<file path="config.mk">
export PLATFORM = sky130hd
export DESIGN_NAME = txcw_front_flat
export DESIGN_NICKNAME = d
export VERILOG_FILES = /design/src/design/txcw_pkg.sv /design/src/design/txcw_if.sv /design/src/design/txcw_front.sv /design/src/flat_wrapper.sv
export SDC_FILE = /design/constraint.sdc
export NUM_CORES = 1
export LEC_CHECK = 0
export BUFFER_PORTS_ARGS = -buffer_cell sky130_fd_sc_hd__buf_2
export CAP_MARGIN = 10
export CORE_MARGIN = 2
export CORE_UTILIZATION = 41
export CTS_CLUSTER_SIZE = 12
export DETAILED_ROUTE_END_ITERATION = 8
export GPL_ROUTABILITY_DRIVEN = 0
export PLACE_DENSITY_LB_ADDON = 0.08
export SLEW_MARGIN = 20
export SYNTH_ARGS = -nofsm -noshare
export SYNTH_HDL_FRONTEND = slang
export SYNTH_SLANG_ARGS = --single-unit
export TNS_END_PERCENT = 1
</file>
<file path="constraint.sdc">
create_clock -name clk -period 4.2 [get_ports clk]
set_input_delay 0.21 -clock clk [delete_from_list [all_inputs] [get_ports clk]]
set_output_delay 0.21 -clock clk [all_outputs]
set_load 0.05 [all_outputs]
</file>
<file path="src/design/txcw_pkg.sv">
// Shared types and constants for the text console writer.
`default_nettype none

package txcw_pkg;

  // Fixed field widths of the channels
  localparam int unsigned DATA_W = 8;
  localparam int unsigned IDX_W  = 11;
  localparam int unsigned POS_W  = 11;

  // Control characters
  localparam logic [DATA_W-1:0] CH_NL    = 8'h0A;
  localparam logic [DATA_W-1:0] CH_TAB   = 8'h09;
  localparam logic [DATA_W-1:0] CH_CR    = 8'h0D;
  localparam logic [DATA_W-1:0] CH_SPACE = 8'h20;

  // Function codes on the input channel
  localparam logic FUNC_PUT  = 1'b0;
  localparam logic FUNC_READ = 1'b1;

  // Command classes handed from the front end to the executor
  typedef enum logic [2:0] {
    OP_READ,
    OP_CHAR,
    OP_NEWLINE,
    OP_TAB,
    OP_CR
  } op_t;

  typedef struct packed {
    op_t               op;
    logic [DATA_W-1:0] char_code;
    logic [IDX_W-1:0]  cell_index;
    logic              idx_ok;
  } cmd_t;

  // Executor sequencer states
  typedef enum logic [2:0] {
    ST_CLEAR,
    ST_IDLE,
    ST_TAB,
    ST_FIN,
    ST_SCROLL,
    ST_READ,
    ST_EMIT2
  } state_t;

endpackage

`default_nettype wire

</file>
<file path="src/design/txcw_if.sv">
// Channel interfaces for the input and result transactions.
`default_nettype none

interface txcw_in_if;
  logic                         valid;
  logic                         ready;
  logic                         func;
  logic [txcw_pkg::DATA_W-1:0]  char_code;
  logic [txcw_pkg::IDX_W-1:0]   cell_index;

  modport source (output valid, output func, output char_code, output cell_index,
                  input ready);
  modport sink   (input valid, input func, input char_code, input cell_index,
                  output ready);
endinterface


`default_nettype wire

</file>
<file path="src/design/txcw_front.sv">
// Front end: accepts input transactions and classifies them into commands.
`default_nettype none

module txcw_front #(
  parameter int unsigned CELLS = 2000
) (
  input  wire logic            clk,
  input  wire logic            rst_n,
  txcw_in_if.sink              in_if,
  input  wire logic            init_done,
  output logic                 cmd_valid,
  input  wire logic            cmd_ready,
  output txcw_pkg::cmd_t       cmd
);

  localparam int unsigned AW   = $clog2(CELLS);
  localparam int unsigned CMPW = (AW + 1 > txcw_pkg::IDX_W) ? AW + 1 : txcw_pkg::IDX_W;

  logic           valid_r;
  txcw_pkg::cmd_t cmd_r;
  txcw_pkg::cmd_t cls;
  logic           accept;

  // No transaction is taken until the store has been cleared
  assign in_if.ready = init_done && (!valid_r || cmd_ready);
  assign accept      = in_if.valid && in_if.ready;

  // Classify the incoming transaction
  always_comb begin
    cls.char_code  = in_if.char_code;
    cls.cell_index = in_if.cell_index;
    cls.idx_ok     = CMPW'(in_if.cell_index) < CMPW'(CELLS);
    if (in_if.func == txcw_pkg::FUNC_READ) begin
      cls.op = txcw_pkg::OP_READ;
    end else begin
      unique case (in_if.char_code)
        txcw_pkg::CH_NL:  cls.op = txcw_pkg::OP_NEWLINE;
        txcw_pkg::CH_TAB: cls.op = txcw_pkg::OP_TAB;
        txcw_pkg::CH_CR:  cls.op = txcw_pkg::OP_CR;
        default:          cls.op = txcw_pkg::OP_CHAR;
      endcase
    end
  end

  // Command register
  always_ff @(posedge clk) begin
    if (!rst_n) begin
      valid_r <= 1'b0;
    end else if (accept) begin
      valid_r <= 1'b1;
    end else if (cmd_ready) begin
      valid_r <= 1'b0;
    end
  end

  always_ff @(posedge clk) begin
    if (accept) begin
      cmd_r <= cls;
    end
  end

  assign cmd_valid = valid_r;
  assign cmd       = cmd_r;

endmodule

`default_nettype wire

</file>
<file path="src/flat_wrapper.sv">
// flat-port wrapper written by rule: the top's interface ports become plain ports
module txcw_front_flat 
#(
  parameter int unsigned CELLS = 2000
)
  (clk, rst_n, init_done, cmd_valid, cmd_ready, cmd, in_if_valid, in_if_func, in_if_char_code, in_if_cell_index, in_if_ready);
  txcw_in_if in_if_i ();
  input  wire logic clk;
  input  wire logic rst_n;
  input  wire logic init_done;
  output logic cmd_valid;
  input  wire logic cmd_ready;
  output txcw_pkg::cmd_t cmd;
  input wire logic [$bits(in_if_i.valid)-1:0] in_if_valid;
  input wire logic [$bits(in_if_i.func)-1:0] in_if_func;
  input wire logic [$bits(in_if_i.char_code)-1:0] in_if_char_code;
  input wire logic [$bits(in_if_i.cell_index)-1:0] in_if_cell_index;
  output wire logic [$bits(in_if_i.ready)-1:0] in_if_ready;
  assign in_if_i.valid = in_if_valid;
  assign in_if_i.func = in_if_func;
  assign in_if_i.char_code = in_if_char_code;
  assign in_if_i.cell_index = in_if_cell_index;
  assign in_if_ready = in_if_i.ready;
  txcw_front #(.CELLS(CELLS)) u_core (.clk(clk), .rst_n(rst_n), .in_if(in_if_i), .init_done(init_done), .cmd_valid(cmd_valid), .cmd_ready(cmd_ready), .cmd(cmd));
endmodule
</file>
### Yosys cells after proc, flatten, opt, wreduce, memory -nomap -nowiden

Index checks and enable logic that the tools add are counted.

| word-level totals | value |
|---|---|
| register bits | 24 |
| bits in latches | 0 |
| memory bits (writable) | 0 |
| bits in read-only memories | 0 |
| output and inout port bits | 25 |
| memories | 0 |

| cells by class | value |
|---|---|
| add/sub/neg operators | 0 |
| $mul | 0 |
| div/mod/pow operators | 0 |
| magnitude comparators | 1 |
| equality and inequality tests | 3 |
| shift operators | 0 |
| multiplexer cells | 3 |
| bitwise gates (word level) | 0 |
| reduce and logical (&&, ||, !) cells | 5 |

Operator list:

| kind | count |
|---|---|
| 8-bit by 4-bit == test with 1-bit output (second input constant) | 3 |
| 11-bit < comparator (second input constant) | 1 |
| 3-bit one-hot mux with 3 select lines | 1 |
| 1-bit logical AND | 2 |
| 1-bit 2-to-1 mux | 2 |
| 2-bit nonzero test | 1 |
| 1-bit zero test | 1 |
| 1-bit logical OR | 1 |

### Logic depth before layout (Yosys ltp)

| depth | value |
|---|---|
| depth in word-level cells | 5 |
| gate-level depth with buffers | 3 |
| depth with buffers taken out | 3 |

### Worst setup path before layout

Ideal clock, no wire load.

| timing | value |
|---|---|
| path type | register to register |
| from | register u_core.valid_r (netlist: u_core.cmd_valid) |
| to | register u_core.cmd_r, in the netlist u_core.cmd[0] (enable) |
| setup time | 0.382 ns |
| arrival time | 1.273 ns |
| path slack | 2.545 ns |
| cell stages (with the launch flop) | 3 |
| buffers on the path | 0 |
| period minus slack after synthesis | 1.655 ns |
| cells stage by stage | dfxtp_1 -> nand2b_1 -> and3_1 |

| on the way | value |
|---|---|
| cells in the longest elaborated chain, start to end | 4 |

RTL lines:

| what | RTL line | text |
|---|---|---|
| start, declared | txcw_front.sv:19 | `logic valid_r;` |
| start signal, assigned | txcw_front.sv:48 | `valid_r <= 1'b0;` |
| start signal, assigned | txcw_front.sv:50 | `valid_r <= 1'b1;` |
| start signal, assigned | txcw_front.sv:52 | `valid_r <= 1'b0;` |
| 1-bit zero test | txcw_front.sv:25 | `assign in_if.ready = init_done && (!valid_r \|\| cmd_ready);` |
| 1-bit logical OR | txcw_front.sv:25 |  |
| 1-bit logical AND | txcw_front.sv:25 |  |
| 1-bit logical AND | txcw_front.sv:26 | `assign accept = in_if.valid && in_if.ready;` |
| via u_core.accept | txcw_front.sv:22 | `logic accept;` |
| end signal, assigned | txcw_front.sv:58 | `cmd_r <= cls;` |
| end, declared | txcw_front.sv:20 | `txcw_pkg::cmd_t cmd_r;` |

The timed path passes the listed nets, and every way through them passes these cells.
A chain may end at the register's enable or synchronous reset.

### Worst setup path after layout

| timing | value |
|---|---|
| from | register u_core.valid_r (netlist: u_core.cmd_valid) |
| to | register u_core.cmd_r, in the netlist u_core.cmd[3] (enable) |

The elaborated chain is that of the path after synthesis.

==> reports/qor.yml <==
route:
  wl_per_cell_um: 11.24
  antenna_left: 0
  firstDrtPassIters: 3
  wl_mm: 1.360
  via_per_inst: 4.496
  vias: 544
  drc: 0
  drt_iter0_drc: 7
layout:
  drive_gt1_frac: 0.5638
  final_cell_mix: "buf_2, edfxtp_1, clkbuf_4"
  seq_area_um2: 710.7
  nNetsFinal: 120
  antennaDiodeCount: 0
  design_area_um2: 1127
  area_delta_synth_final_pct: 37.14
  nFillCells: 177
  multi_input_area_um2: 111.4
  final_common_cell: "buf_2"
flow_run:
  maxCapViolations: 0
worst_setup_path:
  criticalPathCategory: "reg -> reg"
  worst_ep_required_time_ps: 4140
  end_kind: "flop"
  start_kind: "flop"
  arrival_ps: 1550
  crit_fanout: 23
grt:
  grt.overflow.total: 0
  grt_max_degree: 24
  grt.total_usage: 0.1176
  grt_first_pass_wirelength_mm: 2.104
  antenna_found_initial: 0
  grt_pass1_vias: 524
synthesis:
  netlist_area_um2: 822.0
  ys_seq_elements: 24
  synthesis.nets: 66
  syn_inst: 41
  ys_warn_count: 0
  postSynthAreaPerCell_um2: 20.05
  synth.distinct_cells: 16
  yosysSeqAreaShare: 0.8645
pwr:
  leakagePower_uw: 0.0004630
  irDropWorstVdd_mv: 0.2194
  cellPowerDensity_nw_per_um2: 392.9
sta:
  finalMaxSlewViolations: 0
  finalSetupTns_ps: 0
  max_slew_margin: 0.3349
  rsz0062_at_grt: "false"
  finalCritPeriodShare: 0.3854
  worstMarginPinSlew_ps: 997.7
  hold_viol: 0
  fin_crit_ps: 1619
  skew_ps: 3.895
  setup_viol: 0
  clock.fmax_ghz: 0.6178
clock_network:
  cts_tree: "done"
  cts-htree-levels: 1
  hold_buffers: 0
  numCtsBuffers: 3
  post_cts_buffers: 0
  cts_root_buf: "clkbuf_4"
  clock_latency_ps: 300
  cts_resized: 0
  clk_pin_slew_ps: 120
  clk_path_buf_depth: 2
  cts_sinks: 24
floorplan:
  initial_core_util: 0.4277
  std_cell_rows: 16
  dieWidth_um: 48.78
  die_h_um: 48.78
  core_um2: 1922
  die_area_um2: 2379
  io_pins: 50
placed_design:
  port_buffers: 49
  placement.cell_area_um2: 1101
  dp_hpwl_mm: 1.041
min_path:
  hold_path_class: "in -> reg"
outcome:
  status: "finished, final reports clean"
cell families after synthesis:
kind of cell and share of synthesized area:
flip-flops 0.8645, XOR/XNOR 0.01066, AO/OA/AOI/OAI 0.03653, AND/OR/NAND/NOR 0.08827
flip-flops by register name, summed over array words and instances, names as in the netlist:
signal,count
u_core.cmd,23
u_core.cmd_valid,1
cell usage after synthesis:
cell       number  share of area
edfxtp_1       23           0.84
and3_1          2          0.015
nand2b_1        2          0.015
nor2_1          2         0.0091
a21boi_0        1         0.0091
a41oi_1         1          0.011
and2_1          1         0.0076
dfxtp_1         1          0.024
nand2_1         1         0.0046
nand3_1         1         0.0061
nand3b_1        1         0.0091
nor3_1          1         0.0061
nor4_2          1          0.015
o2111ai_1       1          0.011
o21ai_1         1         0.0061
xnor2_1         1          0.011
cell type report:
type	instances	area share
Sequential cell	24	0.6304
Timing Repair Buffer	49	0.2175
Multi-Input combinational cell	17	0.09878
Tap cell	27	0.02997
Clock buffer	3	0.01998
Clock inverter	1	0.003330
report_power, final:
group          internal (µW)  switching [µW]  total [µW]
Clock                   34.6            62.0        96.6
Combinational           17.8            52.4        70.2
Sequential               274            2.13         276
Total                    326             116         443
metal layers:
metal / up-vias / share of wire / GRT usage
met5: - / 0 / 0
met4: 0 / 0 / 0.04286
met3: 0 / 0.074 / 0.03067
met2: 25 / 0.57 / 0.2329
met1: 251 / 0.36 / 0.1144
li1: 268 / - / -
worst paths after layout:
kind                       start          endpoint  slack, ps  cells after the start
min reg2reg     u_core.cmd_valid  u_core.cmd_valid        530                      2
max             u_core.cmd_valid     u_core.cmd[3]       2580                      2
max reg2reg     u_core.cmd_valid     u_core.cmd[3]       2580                      2
min          in_if_cell_index[3]     u_core.cmd[4]         80                      1
worst max-delay path: stages, from the launching register on:
cell and delay, ps:
dfxtp_1 330, nand2b_1 90, and3_1 830
metrics by stage:
stage	cells	utilization	setup WS, ps	hold slack [ps]	total power (µW)
3_5_place_dp	117	0.5729	2582	388.8	352.4
4_1_cts	121	0.5866	2583	66.56	448.0
2_1_floorplan	41	-	2545	308.9	327.8
3_3_place_gp	117	0.5729	2613	389.1	351.6
5_1_grt	121	0.5866	2477	55.97	462.9
6_report	121	0.5866	2581	78.18	442.9
Power figures use the tool's default switching activity.
