$ cat src/design/txcw_pkg.sv
// Shared types and constants for the text console writer.
`default_nettype none

package txcw_pkg;

  // Fixed field widths of the channels
  localparam int unsigned DATA_W = 8;
  localparam int unsigned IDX_W  = 11;
  localparam int unsigned POS_W  = 11;

  // Control characters
  localparam logic [DATA_W-1:0] CH_NL    = 8'h0A;
  localparam logic [DATA_W-1:0] CH_TAB   = 8'h09;
  localparam logic [DATA_W-1:0] CH_CR    = 8'h0D;
  localparam logic [DATA_W-1:0] CH_SPACE = 8'h20;

  // Function codes on the input channel
  localparam logic FUNC_PUT  = 1'b0;
  localparam logic FUNC_READ = 1'b1;

  // Command classes handed from the front end to the executor
  typedef enum logic [2:0] {
    OP_READ,
    OP_CHAR,
    OP_NEWLINE,
    OP_TAB,
    OP_CR
  } op_t;

  typedef struct packed {
    op_t               op;
    logic [DATA_W-1:0] char_code;
    logic [IDX_W-1:0]  cell_index;
    logic              idx_ok;
  } cmd_t;

  // Executor sequencer states
  typedef enum logic [2:0] {
    ST_CLEAR,
    ST_IDLE,
    ST_TAB,
    ST_FIN,
    ST_SCROLL,
    ST_READ,
    ST_EMIT2
  } state_t;

endpackage

`default_nettype wire

$ cat src/design/txcw_fifo.sv
// Short command queue between the front end and the executor.
`default_nettype none

module txcw_fifo #(
  parameter int unsigned DEPTH = 2
) (
  input  wire logic            clk,
  input  wire logic            rst_n,
  input  wire logic            push_valid,
  output logic                 push_ready,
  input  wire txcw_pkg::cmd_t  push_cmd,
  output logic                 pop_valid,
  input  wire logic            pop_ready,
  output txcw_pkg::cmd_t       pop_cmd
);

  localparam int unsigned PW   = (DEPTH > 1) ? $clog2(DEPTH) : 1;
  localparam int unsigned CNTW = $clog2(DEPTH + 1);

  txcw_pkg::cmd_t  entry_r [DEPTH];
  logic [PW-1:0]   wr_ptr_r;
  logic [PW-1:0]   rd_ptr_r;
  logic [CNTW-1:0] count_r;
  logic            do_push;
  logic            do_pop;

  assign push_ready = count_r != CNTW'(DEPTH);
  assign pop_valid  = count_r != '0;
  assign pop_cmd    = entry_r[rd_ptr_r];
  assign do_push    = push_valid && push_ready;
  assign do_pop     = pop_valid && pop_ready;

  // Pointers and fill count
  always_ff @(posedge clk) begin
    if (!rst_n) begin
      wr_ptr_r <= '0;
      rd_ptr_r <= '0;
      count_r  <= '0;
    end else begin
      if (do_push) begin
        wr_ptr_r <= (wr_ptr_r == PW'(DEPTH - 1)) ? '0 : wr_ptr_r + 1'b1;
      end
      if (do_pop) begin
        rd_ptr_r <= (rd_ptr_r == PW'(DEPTH - 1)) ? '0 : rd_ptr_r + 1'b1;
      end
      if (do_push && !do_pop) begin
        count_r <= count_r + 1'b1;
      end else if (do_pop && !do_push) begin
        count_r <= count_r - 1'b1;
      end
    end
  end

  // Storage
  always_ff @(posedge clk) begin
    if (do_push) begin
      entry_r[wr_ptr_r] <= push_cmd;
    end
  end

endmodule

`default_nettype wire

$ cat config.mk
export PLATFORM = sky130hd
export DESIGN_NAME = txcw_fifo
export DESIGN_NICKNAME = d
export VERILOG_FILES = /design/src/design/txcw_pkg.sv /design/src/design/txcw_fifo.sv
export SDC_FILE = /design/constraint.sdc
export NUM_CORES = 1
export LEC_CHECK = 0
export BUFFER_PORTS_ARGS = -buffer_cell sky130_fd_sc_hd__buf_2
export CAP_MARGIN = 5
export CORE_UTILIZATION = 45
export CTS_CLUSTER_DIAMETER = 50
export DETAILED_ROUTE_END_ITERATION = 8
export PLACE_DENSITY_LB_ADDON = 0.05
export SETUP_SLACK_MARGIN = 0.5
export SLEW_MARGIN = 20
export SYNTH_ARGS = -nofsm -noshare
export SYNTH_HDL_FRONTEND = slang
export SYNTH_SLANG_ARGS = --single-unit
$ cat constraint.sdc
create_clock -name clk -period 1.5 [get_ports clk]
set_input_delay 0.075 -clock clk [delete_from_list [all_inputs] [get_ports clk]]
set_output_delay 0.075 -clock clk [all_outputs]
set_load 0.01 [all_outputs]
# [Word-level counts from Yosys, hierarchy flattened]
# Memory sizes are Yosys's and may differ from the RTL's. A register that Yosys moved wholly into a read port is not among the register bits.
# Index checks and enable logic that the tools add are counted.
[classes] eq_ne=1 n_reduce_logical=8 addsub=4 mux=8
[ops] cell="1-bit two-way mux" count=6
[ops] cell="1-bit logical AND" count=4
[ops] cell="2-bit two-way mux" count=2
[ops] cell="2-bit nonzero test" count=2
[ops] cell="1-bit adder (second input constant)" count=2
[ops] cell="2-bit by 1-bit adder with 2-bit output (second input constant)" count=1
[ops] cell="1-bit logical NOT" count=2
[ops] cell="2-bit != test (second input constant)" count=1
[ops] cell="2-bit by 1-bit subtractor with 2-bit output (second input constant)" count=1
[word_totals] output_inout_bits=25 inputBits=27 n_memories=1 mem_bits_rw=46 regBits=4 word_cells=25
[mem_list] memory="entry_r" words=2 width=23 rd=1 rd_ports_with_merged_regs=1 wr=1 line="txcw_fifo.sv:20" source="txcw_pkg::cmd_t entry_r [DEPTH];"

# [Depth between registers and ports, before layout]
# Gate-level depths: netlist (run 1).
[depth] word_depth=6 mapped_depth=6 depth_no_buf=6

# [Least setup slack after synthesis (run 1)]
# Ideal clock, no wire load.
[synth_path] path_type="reg-to-reg" startpoint="register count_r[0]" endpoint="memory entry_r[1][0] (netlist bit) (enable)" path_buffers=0 required_ns=1.118 setup_time_ns=0.382 path_slack_ns=-0.088 arrival_time_ns=1.206 stages_incl_launch_ff=3 path_cell_list="dfxtp_1 nand2b_4 and3_1"
[synth_via] elab_chain_len=4
[synth_rtl] element="start, declared" line="txcw_fifo.sv:23" source="logic [CNTW-1:0] count_r;"
[synth_rtl] element="start signal, assigned" line="txcw_fifo.sv:47" source="count_r <= count_r + 1'b1;"
[synth_rtl] element="start signal, assigned" line="txcw_fifo.sv:49" source="count_r <= count_r - 1'b1;"
[synth_rtl] element="2-bit != test" line="txcw_fifo.sv:27" source="assign push_ready = count_r != CNTW'(DEPTH);"
[synth_rtl] element="named net push_ready" line="txcw_fifo.sv:10" source="output logic push_ready,"
[synth_rtl] element="1-bit logical AND" line="txcw_fifo.sv:30" source="assign do_push = push_valid && push_ready;"
[synth_rtl] element="1-bit two-way mux" line="txcw_fifo.sv:56" source="if (do_push) begin"
[synth_rtl] element="1-bit two-way mux (not written as such)" line="txcw_fifo.sv:57" source="entry_r[wr_ptr_r] <= push_cmd;"
[synth_rtl] element="end, declared" line="txcw_fifo.sv:20"
# The timed path passes the listed nets, and every way through them passes these cells.

# [Final worst setup path (run 1)]
[layout_path] startpoint="register count_r[0]" endpoint="register count_r[1]"
[layout_via] elab_chain_len=5 word_cells_on_any_way=13 cone_classes="add/sub: 2; eq/ne: 1; mux: 2; reduce/logical: 8"
[layout_rtl] element="2-bit != test *" line="txcw_fifo.sv:27"
[layout_rtl] element="1-bit logical AND *" line="txcw_fifo.sv:30"
[layout_rtl] element="named net do_push" line="txcw_fifo.sv:24" source="logic do_push;"
[layout_rtl] element="1-bit logical NOT" line="txcw_fifo.sv:48" source="end else if (do_pop && !do_push) begin"
[layout_rtl] element="1-bit logical AND" line="txcw_fifo.sv:48"
[layout_rtl] element="2-bit nonzero test (no source line)"
# Mark *: on every way through the listed nets, which the timed path passes. The rest lies on a longest branch. The select of a mux whose other input is x is not followed.
# A chain may end at the register's enable or synchronous reset.

==> results of run 1 <==
==> layout make-up <==
type / count / share of cell area (%)
Sequential cell: 51 / 54.6
Inverter: 1 / 0.275
Clock buffer: 5 / 2.53
Clock inverter: 3 / 0.551
Tap cell: 50 / 2.30
Multi-Input combinational cell: 41 / 16.7
Timing Repair Buffer: 80 / 23.1
==> power by group <==
part	total, W	switching [W]	internal, W
Clock	0.000727	0.000410	0.000317
Combinational	0.00146	0.000607	0.000852
Sequential	0.00188	0.0000899	0.00179
Total	0.00407	0.00111	0.00296
==> routing by layer <==
metal  global-route usage, %  wire length, µm
met1                    17.6             1300
met3                    5.82              167
met4                    7.18               57
met2                    29.4             1870
met5                       0                0
==> through the flow <==
| stage | hold slack (ns) | cell area (µm²) | std cells |
|---|---|---|---|
| global route | 0.0550 | 2730 | 231 |
| CTS | 0.0416 | 2710 | 230 |
| detailed placement | 0.266 | 2260 | 197 |
| global placement | 0.263 | 2260 | 197 |
| floorplan | 0.174 | 1920 | 95 |
| finish | 0.0459 | 2730 | 231 |
==> registers in the layout, indices dropped and copies added, names as in the netlist, named ones only <==
name and cells:
entry_r 46, count_r 2, wr_ptr_r 1, rd_ptr_r 1
==> placed cells by master (no fill, tap or decap), drive strengths merged, types with 4 or more instances in the layout <==
| cell type | instances |
|---|---|
| and2 | 4 |
| clkbuf | 5 |
| mux2 | 23 |
| edfxtp | 46 |
| dlygate4sd3 | 23 |
| dfxtp | 5 |
| buf | 57 |
==> worst min path at each step <==
stage	start	to	slack, ns	depth (start not counted)
after floorplan	push_cmd[0]	entry_r[0][0]$_DFFE_PP_	0.17	0
after global placement	push_cmd[7]	entry_r[0][7]$_DFFE_PP_	0.26	1
after detailed placement	push_cmd[6]	entry_r[0][6]$_DFFE_PP_	0.27	1
after CTS	rst_n	flop	0.04	2
after global routing	rst_n	rd_ptr_r$_SDFFE_PN0P_	0.05	2
final	rst_n	rd_ptr_r$_SDFFE_PN0P_	0.05	2
==> Yosys cell counts (2+ instances only) <==
| cell type | number |
|---|---|
| mux2_2 | 23 |
| dfxtp_1 | 5 |
| edfxtp_1 | 46 |
| xnor2_1 | 2 |
| and2_1 | 4 |
| buf_2 | 2 |
==> cells by family (layout without fill, tap and decap cells) <==
| group | Yosys count | in the layout | share of synthesized area [%] |
|---|---|---|---|
| flops | 51 | 51 | 78.3 |
| mux | 23 | 23 | 13.7 |
| simple gates | 9 | 9 | 3.44 |
| compound gates | 5 | 5 | 1.85 |
| xor+xnor | 3 | 3 | 1.39 |
| buf+inv | 3 | 89 | 0.727 |
| fa+ha+maj | 1 | 1 | 0.661 |
==> timing repair <==
action	4_1_cts	5_1_grt
pin swaps	0	1
resized for setup	26	4
endpoints found under the setup margin	75	75
gates cloned	0	0
setup buffers	2	1
endpoints found under the hold margin	46	0
hold buffers	23	0
==> worst max-delay path, cell delays in order, from the launching register on <==
cell and delay (ns):
dfxtp_4 0.37, nand2b_4 0.14, and2_4 0.14, ha_4 0.15
xor2_1 0.14, or3_1 0.32, a21boi_1 0.13
==> results.json, run 1 <==
{
  "cp-end-kind": "flop",
  "skew_ns": 0.00527,
  "core_area_um2": 4030,
  "drc": 0,
  "place_hpwl_um": 2030,
  "multi_input_area_um2": 454,
  "grt_remaining_overflow": 0,
  "fin_tns_setup_ns": 0,
  "drive_above_1_share_pct": 53.6,
  "rsz0062_at_grt": "yes",
  "fp.dieArea_um2": 4470,
  "setup_viol": 0,
  "dr_total_vias": 1093,
  "finalHoldViolCount": 0,
  "final_nets": 208,
  "syn2layout_area_growth_pct": 44.0,
  "ant_nets": 0,
  "ff_latch_area_um2": 1490,
  "fin_crit_ns": 1.45,
  "cts_sinks": 51,
  "required_ns": 1.72,
  "synth_edf_count": 46,
  "cts_root_buf": "clkbuf_8",
  "synth.distinct_cells": 19,
  "yosys.area.top_type": "edfxtp_1",
  "pin_count": 52,
  "gp_congestion": 0.624,
  "peakVddDrop_mv": 0.844,
  "utilization_pct": 67.6,
  "path_max_fanout": 4,
  "ys_warn_count": 0,
  "p_total_w": 0.00407,
  "htreeDepth": 2,
  "r2r_start": "count_r[0]$_SDFFE_PN0P_",
  "first_global_vias": 1136,
  "die_x_um": 66.9,
  "hold_path.class": "primary input to flop",
  "cts_buffers": 5,
  "critical_path_class": "flop to flop",
  "grt_max_degree": 24,
  "critPathArrivalTime_ns": 1.67,
  "p_per_area_nw_per_um2": 1490,
  "num_rows": 23,
  "wl_per_cell_um": 14.7,
  "timing.final.max_slew_violations": 0,
  "max_freq_mhz": 689,
  "clk_pin_slew_worst_paths_ns": 0.08,
  "outcome": "completed",
  "synthTopCellsByArea": "edfxtp_1 73%, mux2_2 14%, dfxtp_1 5.3%",
  "start_util_pct": 47.0,
  "synth_top_area_share_pct": 73.0,
  "start_kind": "flop",
  "yosysSeqAreaShare_pct": 78.3,
  "critical_path.startpoint": "count_r[0]$_SDFFE_PN0P_",
  "cts_tree": "built",
  "ff2ff_setup_slack_ns": 0.05,
  "antennaDiodeCount": 0,
  "avgViaCountPerCell": 4.73,
  "setup_ws_ns": 0.0485,
  "antenna_found_initial": 0,
  "r2r_end": "count_r[1]$_SDFFE_PN0P_",
  "grt_pass1_wl_um": 5120,
  "cts.path.max_buffers": 2,
  "place_ws_ns": -0.00798,
  "power_leakage_nw": 1.04,
  "synth_seq_cells": 51,
  "syn_avg_cell_area_um2": 19.9,
  "syn_inst": 95,
  "slew_headroom_pct": 78.4,
  "synthesis.area_um2": 1890,
  "die_h_um": 66.9,
  "timing.final.crit_share_pct": 96.8,
  "routed_wl_um": 3390,
  "tightest_slew_ns": 0.323,
  "rr_worst_depth": 6,
  "synth_nets": 123,
  "initialDrtViolationCount": 31,
  "drv_cap": 0,
  "fillerInstances": 302,
  "drt_pass1_iterations": 3,
  "crit_end": "count_r[1]$_SDFFE_PN0P_",
  "numPortBuffers": 51,
  "ys.flop_type": "edfxtp_1",
  "grt_usage_pct": 16.6,
  "clkLatencyLatePin_ns": 0.30,
  "synthArstFlopShare_pct": 0
}
No activity file was read; power rests on OpenSTA's default activity.
==> run 2, diff against run 1 <==
Settings changed: CORE_MARGIN set to 3.
==> run 2 against run 1 <==
Combinational power grew 35%. Cell count grew 3.5%. Clock-buffer cell count grew 3. Total power grew 13%. Critical path depth is the same. Maximum frequency shrank 0.66%. Critical path type unchanged. Largest power group is now combinational logic.
==> results.json, run 2 (synthesis results as in run 1) <==
{
  "outcome": "completed",
  "drive_above_1_share_pct": 56.5,
  "combPwrFrac_pct": 42.8,
  "avgViaCountPerCell": 4.82,
  "setup_ws_ns": 0.0389,
  "place_hpwl_um": 2080,
  "syn2layout_area_growth_pct": 58.2,
  "path_cells": "nand2b_4 > buf_4 > buf_6 > nand3b_1 > clkinvlp_4 > buf_12",
  "slowest_stage": "dfxtp_4",
  "wl_per_cell_um": 16.6,
  "grt_usage_pct": 15.3,
  "path_delay_family": "buffers and inverters",
  "routed_wl_um": 3970,
  "grt_remaining_overflow": 0,
  "p_total_w": 0.00461,
  "largest_reg_flops": 46,
  "timing.final.crit_share_pct": 97.4,
  "setup_viol": 0,
  "pwr-share-seq_pct": 41.4,
  "num_rows": 22,
  "dpl_cell_area_um2": 2270,
  "hold_path.class": "primary input to flop",
  "final_nets": 218,
  "drc": 0,
  "top_regs": "entry_r x46, count_r x2",
  "critical_path_class": "flop to flop",
  "cts_root_buf": "clkbuf_8",
  "power_leakage_nw": 1.19,
  "hp-start": "rst_n",
  "max_freq_mhz": 684,
  "cpPeakStageDelay_ns": 0.35,
  "place_ws_ns": 0.0298,
  "grt_max_degree": 24,
  "core_area_um2": 3850,
  "r2r_start": "count_r[0]$_SDFFE_PN0P_",
  "final_cell_mix": "46 x edfxtp_1, 28 x buf_6, 26 x buf_2, 23 x mux2_4, 23 x dlygate4sd3_1",
  "dpl.cell_count": 196,
  "start_util_pct": 49.1,
  "tightest_slew_ns": 0.275,
  "fp.dieArea_um2": 5020,
  "die_x_um": 70.9,
  "peakVddDrop_mv": 1.12,
  "cts_sinks": 51,
  "swShare_pct": 27.0,
  "antenna_found_initial": 0,
  "clkLatencyLatePin_ns": 0.29,
  "path_max_fanout": 16,
  "p_per_area_nw_per_um2": 1540,
  "grt_pass1_wl_um": 5660,
  "htreeDepth": 2,
  "final_cells": 239,
  "start_kind": "flop",
  "cts_buffers": 5,
  "rr_worst_depth": 6,
  "numPortBuffers": 51,
  "cts_tree": "built",
  "worst-path-buf-inv": 4,
  "drt_pass1_iterations": 4,
  "whs_path_depth": 2,
  "dr_total_vias": 1153,
  "die_h_um": 70.9,
  "pin_count": 52,
  "p_switching_w": 0.00125,
  "initialDrtViolationCount": 84,
  "ant_nets": 0,
  "cts.path.max_buffers": 2,
  "rsz0062_at_grt": "yes",
  "r2r_end": "entry_r[0][19]$_DFFE_PP_",
  "final_common_cell": "edfxtp_1",
  "clk_pin_slew_worst_paths_ns": 0.08,
  "critPathArrivalTime_ns": 1.52,
  "drv_cap": 0,
  "regMostFlops": "entry_r",
  "skew_ns": 0.00559,
  "first_global_vias": 1173,
  "cp-end-kind": "flop",
  "finalHoldViolCount": 0,
  "design_area_um2": 3000,
  "ff2ff_setup_slack_ns": 0.04,
  "p_int_w": 0.00336,
  "clkPwrFrac_pct": 15.8,
  "fin_crit_ns": 1.46,
  "gp_congestion": 0.681,
  "required_ns": 1.56,
  "slew_headroom_pct": 81.7,
  "timing.final.max_slew_violations": 0,
  "hold_end": "rd_ptr_r$_SDFFE_PN0P_",
  "antennaDiodeCount": 0
}
==> run 2: how the worst max path moves through the flow <==
stage	cells past startpoint	slack (ns)	to	from
CTS	6	0.05	count_r[1]$_SDFFE_PN0P_	count_r[0]$_SDFFE_PN0P_
finish	6	0.04	entry_r[0][19]$_DFFE_PP_	count_r[0]$_SDFFE_PN0P_
global placement	4	0.09	count_r[1]$_SDFFE_PN0P_	count_r[1]$_SDFFE_PN0P_
global route	6	-0.0005	count_r[1]$_SDFFE_PN0P_	count_r[0]$_SDFFE_PN0P_
floorplan	4	0.12	count_r[1]$_SDFFE_PN0P_	count_r[1]$_SDFFE_PN0P_
detailed placement	4	0.03	count_r[1]$_SDFFE_PN0P_	count_r[1]$_SDFFE_PN0P_
==> run 2: area by class of cell <==
type	count	area, µm²
sequential	51	1490
fill	237	858
timing repair buffer	88	811
multi-input combinational	43	544
clock buffer	8	80.1
tap	48	60.1
inverter	1	7.51
==> run 2: power by group through the flow <==
| stage | logic, W | registers [W] | clock network (W) |
|---|---|---|---|
| after CTS | 0.00167 | 0.00189 | 0.000748 |
| after global placement | 0.00109 | 0.00188 | 0 |
| after detailed placement | 0.00112 | 0.00189 | 0 |
| final | 0.00197 | 0.00191 | 0.000730 |
| after floorplan | 0.000723 | 0.00188 | 0 |
| after global routing | 0.00210 | 0.00193 | 0.000801 |
==> run 2: repair_timing <==
action | in CTS | in global routing
hold endpoints to repair | 46 | 0
pin swaps | 1 | 3
gates cloned | 1 | 2
setup buffers | 5 | 4
setup endpoints to repair | 75 | 76
hold buffers | 23 | 0
resized for setup | 44 | 24
==> run 2: metal layers <==
| layer | up-vias | track usage, % | wire length [µm] |
|---|---|---|---|
| met1 | 553 | 18.4 | 1600 |
| met5 | - | 0 | 0 |
| met2 | 40 | 26.6 | 2130 |
| li1 | 556 | - | - |
| met4 | 0 | 5.01 | 28 |
| met3 | 4 | 4.40 | 206 |
==> run 2: metrics by stage <==
step	utilization, %	hold slack [ns]	TNS [ns]
6_report	77.7	0.0418	0
4_1_cts	73.6	0.0350	0
2_1_floorplan	-	0.174	0
3_5_place_dp	58.8	0.266	0
3_3_place_gp	58.8	0.262	0
5_1_grt	77.7	0.0599	-0.000534
